[config.mk]
export PLATFORM = sky130hd
export DESIGN_NAME = srsi_div
export DESIGN_NICKNAME = d
export VERILOG_FILES = /design/src/hdl/srsi_pkg.sv /design/src/hdl/srsi_div.sv
export SDC_FILE = /design/constraint.sdc
export NUM_CORES = 1
export LEC_CHECK = 0
export BUFFER_PORTS_ARGS = -buffer_cell sky130_fd_sc_hd__buf_2
export CAP_MARGIN = 30
export CORE_MARGIN = 3
export CORE_UTILIZATION = 59
export DETAILED_ROUTE_END_ITERATION = 8
export GPL_TIMING_DRIVEN = 1
export PLACE_DENSITY = 0.92
export REMOVE_ABC_BUFFERS = 1
export SLEW_MARGIN = 40
export SYNTH_ARGS = -nofsm -noshare
export SYNTH_HDL_FRONTEND = slang
export SYNTH_SLANG_ARGS = --single-unit
[constraint.sdc]
create_clock -name clock -period 8 [get_ports clock]
set_input_delay 2 -clock clock [delete_from_list [all_inputs] [get_ports clock]]
set_output_delay 2 -clock clock [all_outputs]
set_load 0.01 [all_outputs]
[src/hdl/srsi_pkg.sv]
`timescale 1ns / 1ps
// ----------------------------------------------------------------------------
// srsi_pkg: shared types and constants for the stochastic RSI stream
// Window sizes, field widths, cell lane controls and period clamping.
// ----------------------------------------------------------------------------
package srsi_pkg;

   localparam int MaxWindow  = 64;
   localparam int PriceDepth = MaxWindow + 1;
   localparam int PriceBits  = 32;
   localparam int RegW       = 7;
   localparam int RsiW       = 15;
   localparam int FracW      = 17;
   localparam int GainW      = PriceBits + $clog2(MaxWindow);
   localparam int SumW       = FracW + $clog2(MaxWindow);
   localparam int CntW       = $clog2(PriceDepth + 1);
   localparam int NumW       = GainW + RsiW;
   localparam int DenW       = GainW + 1;
   localparam int QuotW      = FracW;
   localparam int AddrW      = 4;
   localparam int DataW      = 32;

   localparam int RsiFull = 25600;
   localparam int UnitQ16 = 65536;

   localparam logic [1:0] OpHold   = 2'd0;
   localparam logic [1:0] OpShift  = 2'd1;
   localparam logic [1:0] OpRotate = 2'd2;

   localparam logic [1:0] RegRsiPeriod   = 2'd0;
   localparam logic [1:0] RegStochPeriod = 2'd1;
   localparam logic [1:0] RegSmoothK     = 2'd2;
   localparam logic [1:0] RegSmoothD     = 2'd3;

   typedef struct packed {
      logic [1:0] price_op;
      logic [1:0] rsi_op;
      logic [1:0] raw_op;
      logic [1:0] k_op;
   } lane_ctl_type;

   typedef struct packed {
      logic [PriceBits-1:0] price;
      logic [RsiW-1:0]      rsi;
      logic [FracW-1:0]     raw;
      logic [FracW-1:0]     k;
   } cell_data_type;

   // A period of zero acts as one, and anything above the window acts as the window.
   function automatic logic [RegW-1:0] eff_len(input logic [RegW-1:0] v);
      logic [RegW-1:0] r;
      r = v;
      if (v == '0) begin
         r = RegW'(1);
      end else if (v > RegW'(MaxWindow)) begin
         r = RegW'(MaxWindow);
      end
      return r;
   endfunction

endpackage

[src/hdl/srsi_div.sv]
`timescale 1ns / 1ps
// ----------------------------------------------------------------------------
// srsi_div: shared restoring divider
// One quotient bit per cycle, with optional round-half-up from the remainder.
// ----------------------------------------------------------------------------
module srsi_div import srsi_pkg::*; (
   input  logic             clock,
   input  logic             reset,
   input  logic             start,
   input  logic [NumW-1:0]  num,
   input  logic [DenW-1:0]  den,
   input  logic             round_en,
   output logic             done,
   output logic [QuotW-1:0] quotient
);

   localparam int StepW = $clog2(QuotW);

   logic             busy_ff, busy_in;
   logic             fin_ff, fin_in;
   logic             done_ff, done_in;
   logic [StepW-1:0] step_ff, step_in;
   logic [DenW-1:0]  rem_ff, rem_in;
   logic [QuotW-1:0] low_ff, low_in;
   logic [QuotW-1:0] q_ff, q_in;
   logic [DenW-1:0]  den_ff, den_in;
   logic             rnd_ff, rnd_in;
   logic [QuotW-1:0] quot_ff, quot_in;
   logic [DenW:0]    trial;
   logic             fits;
   logic             bump;

   always_comb begin
      trial   = {rem_ff, low_ff[QuotW-1]};
      fits    = trial >= {1'b0, den_ff};
      bump    = rnd_ff && ({rem_ff, 1'b0} >= {1'b0, den_ff});
      busy_in = busy_ff;
      fin_in  = 1'b0;
      done_in = 1'b0;
      step_in = step_ff;
      rem_in  = rem_ff;
      low_in  = low_ff;
      q_in    = q_ff;
      den_in  = den_ff;
      rnd_in  = rnd_ff;
      quot_in = quot_ff;
      if (start) begin
         busy_in = 1'b1;
         step_in = '0;
         rem_in  = DenW'(num[NumW-1:QuotW]);
         low_in  = num[QuotW-1:0];
         q_in    = '0;
         den_in  = den;
         rnd_in  = round_en;
      end else if (busy_ff) begin
         rem_in  = fits ? DenW'(trial - {1'b0, den_ff}) : DenW'(trial);
         low_in  = {low_ff[QuotW-2:0], 1'b0};
         q_in    = {q_ff[QuotW-2:0], fits};
         step_in = StepW'(step_ff + 1'b1);
         if (step_ff == StepW'(QuotW - 1)) begin
            busy_in = 1'b0;
            fin_in  = 1'b1;
         end
      end else if (fin_ff) begin
         quot_in = QuotW'(q_ff + QuotW'(bump));
         done_in = 1'b1;
      end
   end

   always_ff @(posedge clock) begin
      if (reset) begin
         busy_ff <= 1'b0;
         fin_ff  <= 1'b0;
         done_ff <= 1'b0;
         step_ff <= '0;
      end else begin
         busy_ff <= busy_in;
         fin_ff  <= fin_in;
         done_ff <= done_in;
         step_ff <= step_in;
      end
      rem_ff  <= rem_in;
      low_ff  <= low_in;
      q_ff    <= q_in;
      den_ff  <= den_in;
      rnd_ff  <= rnd_in;
      quot_ff <= quot_in;
   end

   assign done     = done_ff;
   assign quotient = quot_ff;

endmodule

* Word level (Yosys, flattened, before mapping)
Cells that the tools add are included.
** Operators by class
- $add $sub $neg :: 3
- Order comparisons :: 2
- Equal/unequal tests :: 1
- Muxes and demuxes :: 10
- Bitwise gates (word level) :: 2
- Reduce and logical (&&, ||, !) cells :: 6
** Operator list (number)
- >= comparator 40 x 39 -> 1 bit :: 2
- 2-to-1 mux 36 bit :: 2
- 2-to-1 mux 39 bit :: 1
- subtractor 39 bit :: 1
- 2-to-1 mux 17 bit :: 2
- adder 17 x 1 -> 17 bit :: 1
- OR reduction 3 bit :: 2
- adder 5 x 1 -> 5 bit, second input constant :: 1
- equality test 5 bit, second input constant :: 1
- 2-to-1 mux 1 bit :: 5
- AND reduction 3 bit :: 1
- NOT 1 bit :: 2
- nonzero test 2 bit :: 1
- OR reduction 2 bit :: 1
- logical AND 1 bit :: 1
** Word-level totals
- Flip-flop bits (word level) :: 138
- Bits of input ports :: 96
- Output and inout port bits :: 18
- Logic and storage cells :: 35

* Depth between registers and ports, before layout
- Depth in word-level cells :: 4
- Gate-level depth with buffers :: 16

* Least setup slack after synthesis
No wires, ideal clock.
- Path kind :: input to register
- Start point :: in start
- End point :: reg low_ff[0] (enable)
- Library setup time :: 0.617 ns
- Arrival time :: 3.589 ns
- Data required time :: 7.383 ns
- Slack :: 3.794 ns
- Stages :: 4
- Buffers on the path :: 2
- Cell sequence :: inv_1 clkbuf_1 clkbuf_1 nand2_1
** Between the ends
- Cells in the longest elaborated chain, start to end :: 1
** RTL lines
- start: declaration :: line srsi_div.sv:9 : input logic start,
- nonzero test 2 bit (no line)
- end signal: assignment :: line srsi_div.sv:83 : low_ff <= low_in;
- end: declaration :: line srsi_div.sv:24 : logic [QuotW-1:0] low_ff, low_in;
No other way between the ends.
A chain may end at the register's enable or synchronous reset.

* Worst setup path after layout
- Start point :: reg rem_ff[26]
- End point :: reg quot_ff[14] (netlist: quotient[14]), data pin
** Between the ends
- Cells in the longest elaborated chain, start to end :: 3
** RTL lines
- start: declaration :: line srsi_div.sv:23 : logic [DenW-1:0] rem_ff, rem_in;
- start signal: assignment :: line srsi_div.sv:82 : rem_ff <= rem_in;
- >= comparator 40 x 39 -> 1 bit :: line srsi_div.sv:36 : bump = rnd_ff && ({rem_ff, 1'b0} >= {1'b0, den_ff});
- logical AND 1 bit :: line srsi_div.sv:36
- adder 17 x 1 -> 17 bit :: line srsi_div.sv:65 : quot_in = QuotW'(q_ff + QuotW'(bump));
- end signal: assignment :: line srsi_div.sv:87 : quot_ff <= quot_in;
- end: declaration :: line srsi_div.sv:28 : logic [QuotW-1:0] quot_ff, quot_in;
No other way between the ends.

==> flow_summary.toml <==
[power]
ir_worst_vdd_mv = 0.178
p_comb_share_pct = 29.2
p_clk_share_pct = 33.7
power_frac_seq_pct = 37.1
p_per_area_nw_per_um2 = 254
p_leak_uw = 0.00395
p_sw_uw = 807
intPower_uw = 1590
swShare_pct = 33.7

[synth]
syn_avg_cell_area_um2 = 10.0
synth-edff-count = 110
ys_seq_elements = 138
synthFlopType = "edfxtp_1"
syn_area_um2 = 8120
seq_area_frac_synth_pct = 47.6
ys_types = 67
synth_cells = 812
yosys_warnings = 0
async_flop_share_pct = 0

[critical_path]
crit_path_frequent_cell = "ha_1"
crit_fanout = 6
path_cells = "ha_1, nand2_1, nor4_1, nand4_1, or3_1, a211oi_1, o31a_1, ha_1, ha_1, nand2_1, nor2_1, nand3_1, xnor2_1"
r2r-end = "quotient[14]"
cpPeakStageDelay_ps = 420
start_kind = "flip-flop"
cp_data_arrival_time_ps = 4060
path_class = "flip-flop to flip-flop"
rr_worst_depth = 13
end_kind = "flip-flop"
r2r_slack_ps = 4120
rr_startpoint = "rem_ff[26]"
cp_slowest_cell = "or3_1"
required_ps = 8180

[worst_hold_path]
min_from = "rem_ff[37]"
min_path_type = "flip-flop to flip-flop"
min_path_cells = 2
min_to = "rem_ff[37]"

[drt]
num_vias = 6613
ant_nets = 0
drt-total-wl_um = 18900
first_pass_iters = 5
drc_errors = 0
wl_per_cell_um = 17.1
vias_per_cell = 5.98
drt-initial-drc-count = 672

[layout]
drive_gt1_share_pct = 20.2
final_cell_mix = "buf_2, edfxtp_1, nand2_1"
syn2layout_area_growth_pct = 15.9
multi_input_area_um2 = 3890
final_common_cell = "buf_2"
n_antenna_cell = 0
fillCellCount = 941
ff_latch_area_um2 = 3860
nets = 1056
finish.instance_area_um2 = 9410
layout.cells.non_filler = 1105

[sta]
tightestPinTransition_ps = 731
setup_ws_ps = 4120
rsz0062_at_grt = "no"
hold_slack_ps = 523
slew-limit-headroom_pct = 50.8
setup_tns_ps = 0
setup_viol = 0
clock-skew-final_ps = 10.5
timing.final.crit_share_pct = 48.5
fin_crit_ps = 3880
slew_violations = 0
clock.fmax_mhz = 258
final-hold-violation-count = 0

[clock_tree]
numCtsBuffers = 17
root_buffer = "clkbuf_16"
clk_path_buf_depth = 2
clk_latency_ps = 430
cts_hold_buffers = 0
cts-resized-gates = 0
cts_tree = "done"
htreeDepth = 4
clock-sinks = 138
post_cts_buffers = 0
path_clk_slew_ps = 70

[floorplan]
coreArea_um2 = 13300
io_pins = 114
start_util_pct = 60.8
die-area_um2 = 15200
rows = 42
die_h_um = 123
dieWidth_um = 123

[global_route]
use_met3_pct = 6.40
gr-total-overflow = 0
grt_busiest_layer = "met2"
antenna_found_initial = 0
grt_max_degree = 66
met1_usage_pct = 33.0
grt.met2_usage_pct = 42.0
gr-usage-all-layers_pct = 25.7
grt_pass1_wl_um = 30600
grt_pass1_vias = 6505

[outcome]
outcome = "finished, final reports clean"

[placed_design]
port_buffers = 113
place_congestion = 0.938
dp.cells = 1073
post_dp_cell_area_um2 = 8800
dp_hpwl_um = 13000
dp_slack_ps = 3940

[job]
maxCapViolCount = 0
-- sequential cells by signal (all words and copies together) (netlist names) --
| register | cells |
|---|---|
| quotient | 17 |
| rem_ff | 39 |
| low_ff | 17 |
| rnd_ff | 1 |
| done | 1 |
| fin_ff | 1 |
| den_ff | 39 |
| q_ff | 17 |
| step_ff | 5 |
| busy_ff | 1 |
-- logic make-up after synthesis --
| family | share of synthesized area (%) |
|---|---|
| and+or+nand+nor | 15.0 |
| AOI/OAI and AO/OA | 15.8 |
| DFF | 47.6 |
| buffers and inverters | 4.58 |
| adders and majority gates | 6.87 |
| muxes | 5.61 |
| xor gates and xnor gates | 4.53 |
-- layer usage --
metal  part of all wire, %  routed length, µm  vias up
met5                     0                  0        -
met4                   2.1                397        0
met3                   6.9               1300       37
met2                    49               9290      260
met1                    42               7900     3123
li1                      -                  -     3193
-- power groups by stage --
stage	logic [µW]	clock network, µW	registers (µW)
final	700	807	888
after global placement	662	0	898
after global routing	773	847	895
after CTS	688	815	887
after floorplan	508	0	894
after detailed placement	677	0	902
-- final cells by class --
cell class	count	area share, %
clock buffer	19	5.05
timing repair buffer	119	6.51
multi-input combinational	583	41.3
clock inverter	13	1.46
sequential	138	41.0
tap	176	2.34
inverter	57	2.27
-- worst max-delay path by stage --
stage,from,end,cells after the start
2_1_floorplan,start,low_ff[0],2
3_3_place_gp,start,low_ff[14],4
3_5_place_dp,start,low_ff[15],4
4_1_cts,rem_ff[26],quotient[14],13
5_1_grt,rem_ff[26],quotient[14],13
6_report,rem_ff[26],quotient[14],13
-- through the flow --
step	total power (µW)	utilization, %
global route	2510	70.5
global placement	1560	65.9
detailed placement	1580	65.9
floorplan	1400	-
CTS	2390	70.5
finish	2390	70.5
-- critical path, delay by kind of cell, from the launching register on --
family,cells,cell delay (ps)
flops,1,400
compound gates,2,470
fa+ha+maj,3,920
simple gates,7,1700
xor+xnor,1,160
-- synthesized netlist by cell type, types with 23 or more instances --
cell      instances  area [µm²]
a21oi_1          53         265
xnor2_1          23         201
edfxtp_1        110        3300
nor2_1           72         270
nand3_1          28         140
mux2i_1          23         230
o21ai_0          31         155
nand2_1          83         312
dfxtp_1          28         561
inv_1            57         214
ha_1             43         538
Note: power is estimated with default switching activity, not from simulation.
