[src/hdl/srsi_pkg.sv]
`timescale 1ns / 1ps
// ----------------------------------------------------------------------------
// srsi_pkg: shared types and constants for the stochastic RSI stream
// Window sizes, field widths, cell lane controls and period clamping.
// ----------------------------------------------------------------------------
package srsi_pkg;

   localparam int MaxWindow  = 64;
   localparam int PriceDepth = MaxWindow + 1;
   localparam int PriceBits  = 32;
   localparam int RegW       = 7;
   localparam int RsiW       = 15;
   localparam int FracW      = 17;
   localparam int GainW      = PriceBits + $clog2(MaxWindow);
   localparam int SumW       = FracW + $clog2(MaxWindow);
   localparam int CntW       = $clog2(PriceDepth + 1);
   localparam int NumW       = GainW + RsiW;
   localparam int DenW       = GainW + 1;
   localparam int QuotW      = FracW;
   localparam int AddrW      = 4;
   localparam int DataW      = 32;

   localparam int RsiFull = 25600;
   localparam int UnitQ16 = 65536;

   localparam logic [1:0] OpHold   = 2'd0;
   localparam logic [1:0] OpShift  = 2'd1;
   localparam logic [1:0] OpRotate = 2'd2;

   localparam logic [1:0] RegRsiPeriod   = 2'd0;
   localparam logic [1:0] RegStochPeriod = 2'd1;
   localparam logic [1:0] RegSmoothK     = 2'd2;
   localparam logic [1:0] RegSmoothD     = 2'd3;

   typedef struct packed {
      logic [1:0] price_op;
      logic [1:0] rsi_op;
      logic [1:0] raw_op;
      logic [1:0] k_op;
   } lane_ctl_type;

   typedef struct packed {
      logic [PriceBits-1:0] price;
      logic [RsiW-1:0]      rsi;
      logic [FracW-1:0]     raw;
      logic [FracW-1:0]     k;
   } cell_data_type;

   // A period of zero acts as one, and anything above the window acts as the window.
   function automatic logic [RegW-1:0] eff_len(input logic [RegW-1:0] v);
      logic [RegW-1:0] r;
      r = v;
      if (v == '0) begin
         r = RegW'(1);
      end else if (v > RegW'(MaxWindow)) begin
         r = RegW'(MaxWindow);
      end
      return r;
   endfunction

endpackage

[src/hdl/srsi_cell.sv]
`timescale 1ns / 1ps
// ----------------------------------------------------------------------------
// srsi_cell: one history cell of the window chain
// Holds one price, RSI, raw and K entry; each lane holds, shifts or rotates.
// ----------------------------------------------------------------------------
module srsi_cell import srsi_pkg::*; (
   input  logic          clock,
   input  lane_ctl_type  ctl,
   input  cell_data_type shift_src,
   input  cell_data_type rot_src,
   output cell_data_type data
);

   cell_data_type data_ff, data_in;

   always_comb begin
      data_in = data_ff;
      case (ctl.price_op)
         OpShift:  data_in.price = shift_src.price;
         OpRotate: data_in.price = rot_src.price;
         default:  data_in.price = data_ff.price;
      endcase
      case (ctl.rsi_op)
         OpShift:  data_in.rsi = shift_src.rsi;
         OpRotate: data_in.rsi = rot_src.rsi;
         default:  data_in.rsi = data_ff.rsi;
      endcase
      case (ctl.raw_op)
         OpShift:  data_in.raw = shift_src.raw;
         OpRotate: data_in.raw = rot_src.raw;
         default:  data_in.raw = data_ff.raw;
      endcase
      case (ctl.k_op)
         OpShift:  data_in.k = shift_src.k;
         OpRotate: data_in.k = rot_src.k;
         default:  data_in.k = data_ff.k;
      endcase
   end

   always_ff @(posedge clock) begin
      data_ff <= data_in;
   end

   assign data = data_ff;

endmodule

[config.mk]
export PLATFORM = sky130hd
export DESIGN_NAME = srsi_cell
export DESIGN_NICKNAME = d
export VERILOG_FILES = /design/src/hdl/srsi_pkg.sv /design/src/hdl/srsi_cell.sv
export SDC_FILE = /design/constraint.sdc
export NUM_CORES = 1
export LEC_CHECK = 0
export BUFFER_PORTS_ARGS = -buffer_cell sky130_fd_sc_hd__buf_2
export CORE_MARGIN = 4
export CORE_UTILIZATION = 39
export CTS_BUF_LIST = sky130_fd_sc_hd__clkbuf_8
export DETAILED_ROUTE_END_ITERATION = 10
export GPL_ROUTABILITY_DRIVEN = 0
export PLACE_DENSITY = 0.78
export SLEW_MARGIN = 30
export SYNTH_ARGS = -nofsm -noshare
export SYNTH_HDL_FRONTEND = slang
export SYNTH_SLANG_ARGS = --single-unit
[constraint.sdc]
create_clock -name clock -period 1.9 [get_ports clock]
set_clock_uncertainty 0.2 [all_clocks]
set_input_delay 0.475 -clock clock [delete_from_list [all_inputs] [get_ports clock]]
set_output_delay 0.475 -clock clock [all_outputs]
set_load 0.05 [all_outputs]
Word level (Yosys, flattened, before mapping):

Cells that the tools add are included.

* input port bits: 171
* logic and storage cells: 20
* register bits: 81
* output and inout bits: 81

* reduce and logical (&&, ||, !) cells: 4
* equal/unequal tests: 8
* mux-type cells: 4

Operators by type and width (count)
* 17-bit one-hot mux with 2 select lines: 2
* 32-bit one-hot mux with 2 select lines: 1
* 15-bit one-hot mux with 2 select lines: 1
* 2-bit by 1-bit equality test with 1-bit output, second input constant: 4
* 2-bit equality test, second input constant: 4
* 2-bit nonzero test: 4

Depth between registers and ports, before layout:

Gate-level depths: netlist (run 1).

* depth in word-level cells: 2
* gate-level depth with buffers: 5
* depth with buffers taken out: 3

Worst setup path before layout (run 1):

OpenSTA, ideal clock, no wires.

* path type: input port to flip-flop
* start: input port ctl[6] in the netlist's numbering
* end: register data_ff (netlist bit data[49]), enable pin
* data required time: 1.313 ns
* stages: 3
* path buffers: 0
* path slack: -0.100 ns
* setup time: 0.387 ns
* arrival time: 1.413 ns
* cells stage by stage: inv_1 > ha_1 > inv_1

* cells in the longest elaborated chain, start to end: 2
* elaborated cells between the ends (all ways): 3
* those cells by class: eq/ne (2); reduce/logical (1)

RTL lines
* start, declared: line srsi_cell.sv:8 `input lane_ctl_type ctl,`
* 2-bit equality test or 2-bit by 1-bit equality test with 1-bit output (tied branches): line srsi_cell.sv:18 `case (ctl.price_op)`
* 2-bit nonzero test (no source line) *
* end signal, assigned: line srsi_cell.sv:41 `data_ff <= data_in;`
* end, declared: line srsi_cell.sv:14 `cell_data_type data_ff, data_in;`

Every way passes the cells marked *; elsewhere a longest branch is shown, timed or not.
A chain may end at the register's enable or synchronous reset.

Final worst setup path (run 1):

* start: register data_ff (netlist bit data[31])
* end: output port data[31] in the netlist's numbering

RTL lines
* end, declared: line srsi_cell.sv:11 `output cell_data_type data`

No word-level cell between the ends.

==> impl_metrics.toml, run 1 <==
[sta]
worst_slew_pin_slew_ns = 0.2839
setup_viol = 0
maxSlewViolCount = 0
hold_violations = 0
relSlewSlack_pct = 81.20
fmax_mhz = 615.0
setup_tns_ns = 0
period_minus_slack_ns = 1.626
finalCritPeriodShare_pct = 85.58
rsz0062_at_grt = "no"
setup_slack_ns = 0.2740

[cells_and_area]
final_common_cell = "buf_2"
fin_cells = 582
synthToLayoutAreaGrowth_pct = 43.42
fin_area_mm2 = 0.005464
layout-drive-gt1-share_pct = 79.69
multi_input_area_mm2 = 0.001190
antenna_cells = 0
mostFrequentLayoutCells = "251 x buf_2, 81 x edfxtp_1, 60 x mux2_4, 21 x mux2_2, 9 x clkbuf_8"
final.fill_count = 767
regArea_mm2 = 0.002432
nets = 625
largest_reg_flops = 81

[global_route]
grt_max_degree = 33
gr-usage-all-layers_pct = 15.92
antenna_found_initial = 0
grt_pass1_vias = 2759
grt-ovfl-total = 0
grt_pass1_wl_um = 13740

[synth]
ys_seq_elements = 81
yosysTopAreaCell = "edfxtp_1"
yosysTopAreaCellShare_pct = 63.84
ys_seq_area_share_pct = 63.84
yosys_warnings = 0
synth_cells = 184
yosysUniqueCellTypes = 8
synth_area_per_cell_um2 = 20.71
synth_area_mm2 = 0.003810
syn_nets = 359
synth.area.top_cells = "edfxtp_1 64%, mux2_4 24%, mux2_2 6.2%, buf_12 2.6%, ha_1 1.3%"

[floorplanning]
die_y_um = 106.8
initial_core_util_pct = 40.65
num_rows = 35
die_w_um = 106.8
core_area_mm2 = 0.009371
io_pins = 252
die_area_mm2 = 0.01141

[power_and_ir_drop]
power_mw = 5.349
p_leak_nw = 2.578
p_per_area_mw_per_mm2 = 978.9
ir_drop_v = 0.0004681

[run]
cap_violations = 0

[clock_network]
clock_path_buffers = 2
cts_made_buffers = 9
postCtsHoldBufs = 0
clk_pin_slew_worst_paths_ns = 0.08
postCtsSetupRepairBufs = 0
cts-htree-levels = 3
cts_sinks = 81
ctsResizeCount = 0
cts_tree = "yes"
cts-root-buf = "clkbuf_8"

[setup_path]
crit_path_max_fanout = 1
slowest_stage = "edfxtp_1"
crit_path_end_kind = "output port"
arrival_ns = 0.95
worst_ep_required_time_ns = 1.22
start_kind = "register"
max_stage_delay_ns = 0.39
worstPathCellList = "buf_2"
worstSetupPathType = "register to output port"
crit_family = "flip-flops"
cp_num_buf_inv = 1

[detailed_routing]
firstDrtPassIters = 4
wl_per_cell_um = 16.07
vias = 2633
ant_nets = 0
vias_per_cell = 4.524
drc = 0
drtIter0Drc = 81
wirelength_um = 9353

[placed_design]
dp_hpwl_um = 7774
place_ws_ns = 0.05073
port_buffers = 251
dpl_cell_area_mm2 = 0.005266
dpl.cell_count = 568

[run_status]
outcome = "finished, final reports clean"

[min_path]
min_path_type = "primary input to register"
[final cells by class]
type                            count  area share, %
Clock buffer                        9          2.267
Sequential cell                    81          44.52
Inverter                            8         0.6183
Timing Repair Buffer              265          26.52
Clock inverter                      5          1.351
Multi-Input combinational cell     85          21.78
Tap cell                          129          2.954
[layer usage]
layer	wire [um]	GRT usage (%)
met1	3211	16.19
met2	4957	29.23
met4	201	6.484
met3	982	5.900
met5	0	0
[through the flow]
stage,hold WS [ns],utilization [%]
2_1_floorplan,0.4925,-
3_3_place_gp,0.5744,56.19
3_5_place_dp,0.5784,56.19
4_1_cts,0.2060,58.30
5_1_grt,0.2114,58.30
6_report,0.2325,58.30
[cells by family after synthesis]
| group | share of synthesized area, % |
|---|---|
| adder cells (fa/ha/maj) | 1.314 |
| buffers and inverters | 4.992 |
| flip-flops | 63.84 |
| multiplexers | 29.85 |
[power by group]
part / leakage, nW / internal (mW) / switching (mW) / total [mW]
clock network: 0.106 / 0.717 / 0.568 / 1.28
registers: 0.793 / 2.27 / 0.0617 / 2.33
logic: 1.68 / 0.525 / 1.21 / 1.73
[Yosys cell counts, drive strengths merged]
| library cell | number |
|---|---|
| inv | 8 |
| buf | 10 |
| edfxtp | 81 |
| mux2 | 81 |
| ha | 4 |
[final timing paths]
| kind | start | endpoint | slack (ns) | depth (start not counted) |
|---|---|---|---|---|
| worst min-delay path | shift_src[52] | data[52]$_DFFE_PP_ | 0.23 | 2 |
| worst max-delay path | data[31]$_DFFE_PP_ | data[31] | 0.27 | 1 |
No activity file was read; power rests on OpenSTA's default activity.
==> run 2: changes to the inputs <==
Settings changed: GPL_TIMING_DRIVEN set to 0, RECOVER_POWER set to 25, TNS_END_PERCENT set to 30.
==> impl_metrics.toml, run 2 (synthesis results as in run 1) <==
[sta]
rsz0062_at_grt = "no"
maxSlewViolCount = 0
finalCritPeriodShare_pct = 99.30
setup_slack_ns = 0.01336
period_minus_slack_ns = 1.887
setup_tns_ns = 0
worst_slew_pin_slew_ns = 0.6993
hold_ws_ns = 0.2253
hold_violations = 0
fmax_mhz = 530.0
setup_viol = 0
relSlewSlack_pct = 53.28

[setup_path]
slowest_stage = "clkbuf_1"
worstSetupPathType = "primary input to register"
cp_num_buf_inv = 4
crit_path_end_kind = "register"
worst_ep_required_time_ns = 1.77
crit_family = "buffers and inverters"
worstPathCellList = "buf_2 -> inv_1 -> ha_4 -> clkbuf_1 -> buf_12 -> mux2_1"
arrival_ns = 1.76
worst-path-stages = 6
start_kind = "primary input"
max_stage_delay_ns = 0.40
crit_path_max_fanout = 10

[floorplanning]
die_area_mm2 = 0.01141
initial_core_util_pct = 40.65
num_rows = 35
io_pins = 252
core_area_mm2 = 0.009371
die_w_um = 106.8
die_y_um = 106.8

[global_route]
grt_use_met2_pct = 30.13
grt_busiest_layer = "met2"
grt_pass1_wl_um = 13940
grt_pass1_vias = 2804
grt_max_degree = 33
gr-usage-all-layers_pct = 15.99
antenna_found_initial = 0
met3_usage_pct = 5.599
grt_use_met1_pct = 16.27
grt-ovfl-total = 0

[clock_network]
cts-root-buf = "clkbuf_8"
ctsResizeCount = 0
cts-htree-levels = 3
postCtsSetupRepairBufs = 0
clk_pin_slew_worst_paths_ns = 0.08
clock_path_buffers = 2
cts_tree = "yes"
cts_made_buffers = 9
postCtsHoldBufs = 0
cts_sinks = 81

[min_path]
min_from = "rot_src[41]"
hold-path-cell-count = 2
hold_end = "data[41]$_DFFE_PP_"
min_path_type = "primary input to register"

[cells_and_area]
fin_util_pct = 57.16
mostFrequentLayoutCells = "250 x buf_2, 81 x edfxtp_1, 40 x mux2_4, 21 x mux2_1, 20 x mux2_2"
final_common_cell = "buf_2"
antenna_cells = 0
largest_reg_flops = 81
nets = 621
fin_area_mm2 = 0.005356
layout-drive-gt1-share_pct = 73.88
synthToLayoutAreaGrowth_pct = 40.59

[power_and_ir_drop]
ir_drop_v = 0.0003751
p_leak_nw = 2.470
p_per_area_mw_per_mm2 = 1014

[detailed_routing]
drc = 0
vias = 2572
firstDrtPassIters = 4
ant_nets = 0
wirelength_um = 9413
drtIter0Drc = 53
wl_per_cell_um = 16.31
vias_per_cell = 4.458

[placed_design]
dpl_cell_area_mm2 = 0.005231
port_buffers = 251
place_ws_ns = -0.3157
dp_hpwl_um = 7692

[run]
cap_violations = 0

[run_status]
outcome = "finished, final reports clean"
-- run 2: cell count changes in the layout (fill, tap and decap cells not counted), moves of 2 or more --
cell | before | now
mux2_1 | 0 | 21
buf_4 | 7 | 0
buf_12 | 7 | 5
mux2_4 | 60 | 40
clkbuf_1 | 0 | 5
-- run 2: layer usage --
layer,vias to the layer above,wire length (um),share of wire (%)
met3,10,936,9.9
met1,1191,3306,35
met4,0,106,1.1
li1,1226,-,-
met5,-,0,0
met2,145,5064,54
-- run 2: metrics by stage --
stage	power [mW]	std cells
6_report	5.430	577
5_1_grt	5.650	577
4_1_cts	5.533	577
3_5_place_dp	4.108	564
3_3_place_gp	4.073	564
2_1_floorplan	3.619	184
-- run 2: worst max-delay path by stage --
stage            from            endpoint
2_1_floorplan  ctl[6]  data[49]$_DFFE_PP_
3_3_place_gp   ctl[6]  data[70]$_DFFE_PP_
3_5_place_dp   ctl[6]  data[71]$_DFFE_PP_
4_1_cts        ctl[6]  data[71]$_DFFE_PP_
5_1_grt        ctl[6]  data[65]$_DFFE_PP_
6_report       ctl[6]  data[49]$_DFFE_PP_
-- run 2: area by class of cell --
| type | count | area [um2] |
|---|---|---|
| Clock inverter | 4 | 95.09 |
| Tap cell | 129 | 161.4 |
| Inverter | 8 | 33.78 |
| Buffer | 10 | 130.1 |
| Clock buffer | 9 | 123.9 |
| Sequential cell | 81 | 2432 |
| Timing Repair Buffer | 251 | 1255 |
| Multi-Input combinational cell | 85 | 1125 |
| Fill cell | 821 | 4015 |
-- run 2: power breakdown --
group          internal, mW  switching [mW]
combinational         0.469            1.21
clock                 0.850           0.570
sequential             2.27          0.0594
total                  3.59            1.84
==> run 3: changes to the inputs <==
Settings changed: ABC_AREA set to 1, GPL_TIMING_DRIVEN 0 to not set, PLACE_DENSITY 0.78 to 0.79, SLEW_MARGIN 30 to 0.
==> impl_metrics.toml, run 3 <==
[floorplanning]
core_area_mm2 = 0.008891
die_w_um = 104.6
initial_core_util_pct = 40.95
io_pins = 252
num_rows = 34
die_area_mm2 = 0.01095
die_y_um = 104.6

[synth]
yosys_warnings = 0
yosysTopAreaCellShare_pct = 66.80
synthTopCellsByCount = "238 x nand2_1, 81 x edfxtp_1, 10 x buf_6"
yosysMostFrequentCell = "nand2_1"
synth_edf_count = 81
yosysUniqueCellTypes = 12
ys_seq_elements = 81
yosysTopAreaCell = "edfxtp_1"
syn_nets = 531
synthArstFlopShare_pct = 0
synthFlopType = "edfxtp_1"
synth_area_per_cell_um2 = 10.23
synth_cells = 356
synth.area.top_cells = "edfxtp_1 67%, nand2_1 25%, buf_6 3.1%, ha_1 1.4%, nand2_2 0.86%"
ys_seq_area_share_pct = 66.80
synth_area_mm2 = 0.003641

[sta]
maxSlewViolCount = 0
rsz0062_at_grt = "no"
fmax_mhz = 604.1
hold_violations = 0
setup_viol = 0
worst_slew_pin_slew_ns = 0.6524
finalCritPeriodShare_pct = 87.12
relSlewSlack_pct = 56.44
period_minus_slack_ns = 1.655
setup_tns_ns = 0

[placed_design]
dpl.cell_count = 710
dpl_cell_area_mm2 = 0.004997
dp_hpwl_um = 8201
port_buffers = 251

[setup_path]
crit_path_end_kind = "register"
worstSetupPathType = "primary input to register"
worst_ep_required_time_ns = 1.67
arrival_ns = 1.42
crit_path_max_fanout = 15
endpoint = "data[41]$_DFFE_PP_"
start_kind = "primary input"
startpoint = "ctl[4]"

[min_path]
min_path_type = "primary input to register"

[detailed_routing]
wirelength_um = 10050
ant_nets = 0
drc = 0
drtIter0Drc = 121
vias = 3308
vias_per_cell = 4.556
wl_per_cell_um = 13.85
firstDrtPassIters = 4

[global_route]
antenna_found_initial = 0
met3_usage_pct = 5.610
grt_busiest_layer = "met2"
grt_pass1_vias = 3213
gr-usage-all-layers_pct = 17.67
grt_pass1_wl_um = 15410
grt_use_met2_pct = 31.37
grt-ovfl-total = 0
grt_max_degree = 33
grt_use_met1_pct = 19.29

[clock_network]
clock_path_buffers = 2
cts-htree-levels = 3
cts_made_buffers = 9
cts_sinks = 81
postCtsSetupRepairBufs = 0
cts_tree = "yes"
cts-root-buf = "clkbuf_8"
ctsResizeCount = 0
clk_pin_slew_worst_paths_ns = 0.09
postCtsHoldBufs = 0

[cells_and_area]
largest_reg_flops = 81
fin_area_mm2 = 0.005147
fin_cells = 726
nets = 788
antenna_cells = 0
final.fill_count = 777
mostFrequentLayoutCells = "251 x buf_2, 238 x nand2_1, 81 x edfxtp_1, 9 x clkbuf_8, 8 x inv_1"
synthToLayoutAreaGrowth_pct = 41.37
layout-drive-gt1-share_pct = 45.79
final_common_cell = "buf_2"

[run_status]
outcome = "finished, final reports clean"

[power_and_ir_drop]
ir_drop_v = 0.0003721
power_mw = 5.104
p_leak_nw = 2.709
p_per_area_mw_per_mm2 = 991.5

[run]
cap_violations = 0
-- run 3: through the flow --
step / worst slack (ns) / utilization, % / hold slack, ns
6_report: 0.2447 / 57.89 / 0.1980
4_1_cts: 0.2226 / 58.13 / 0.1736
2_1_floorplan: 0.07302 / - / 0.4478
3_3_place_gp: 0.1990 / 56.21 / 0.5379
5_1_grt: 0.1673 / 57.89 / 0.1870
3_5_place_dp: 0.1762 / 56.21 / 0.5424
-- run 3: final cells by class --
type	count	area (um2)	share of cell area, %
multi-input cells	247	974.7	18.94
well taps	108	135.1	2.625
inverters	12	63.81	1.240
clock buffers	9	123.9	2.406
clock inverters	7	47.55	0.9237
repair buffers	262	1370	26.62
flip-flops and latches	81	2432	47.25
-- run 3: kinds of logic after synthesis --
group	after synthesis	synth area share, %
simple gates	243	25.40
flops	81	66.80
buf+inv	28	6.426
fa+ha+maj	4	1.375
-- run 3: critical path, cell delays in order --
cell            delay (ns)
buf_2                 0.08
inv_1                 0.03
ha_1                  0.27
inv_1                 0.05
dlymetal6s2s_1        0.51
-- run 3: metal layers --
layer | vias to the layer above | part of all wire [%] | routed length (um)
li1 | 1644 | - | -
met1 | 1458 | 36 | 3628
met2 | 182 | 50 | 5063
met3 | 24 | 11 | 1065
met4 | 0 | 2.9 | 296
met5 | - | 0 | 0
-- run 3: worst min path at each step --
stage	startpoint	to	cells past startpoint
after global placement	shift_src[36]	data[36]$_DFFE_PP_	3
after detailed placement	shift_src[80]	data[80]$_DFFE_PP_	3
final	shift_src[21]	data[21]$_DFFE_PP_	3
after CTS	shift_src[21]	data[21]$_DFFE_PP_	3
after global routing	rot_src[11]	data[11]$_DFFE_PP_	3
after floorplan	shift_src[11]	data[11]$_DFFE_PP_	2
-- run 3: power breakdown --
part | switching [mW] | total [mW] | internal [mW]
Combinational | 1.28 | 1.67 | 0.393
Sequential | 0.0635 | 2.34 | 2.28
Clock | 0.624 | 1.10 | 0.472
Total | 1.96 | 5.10 | 3.14
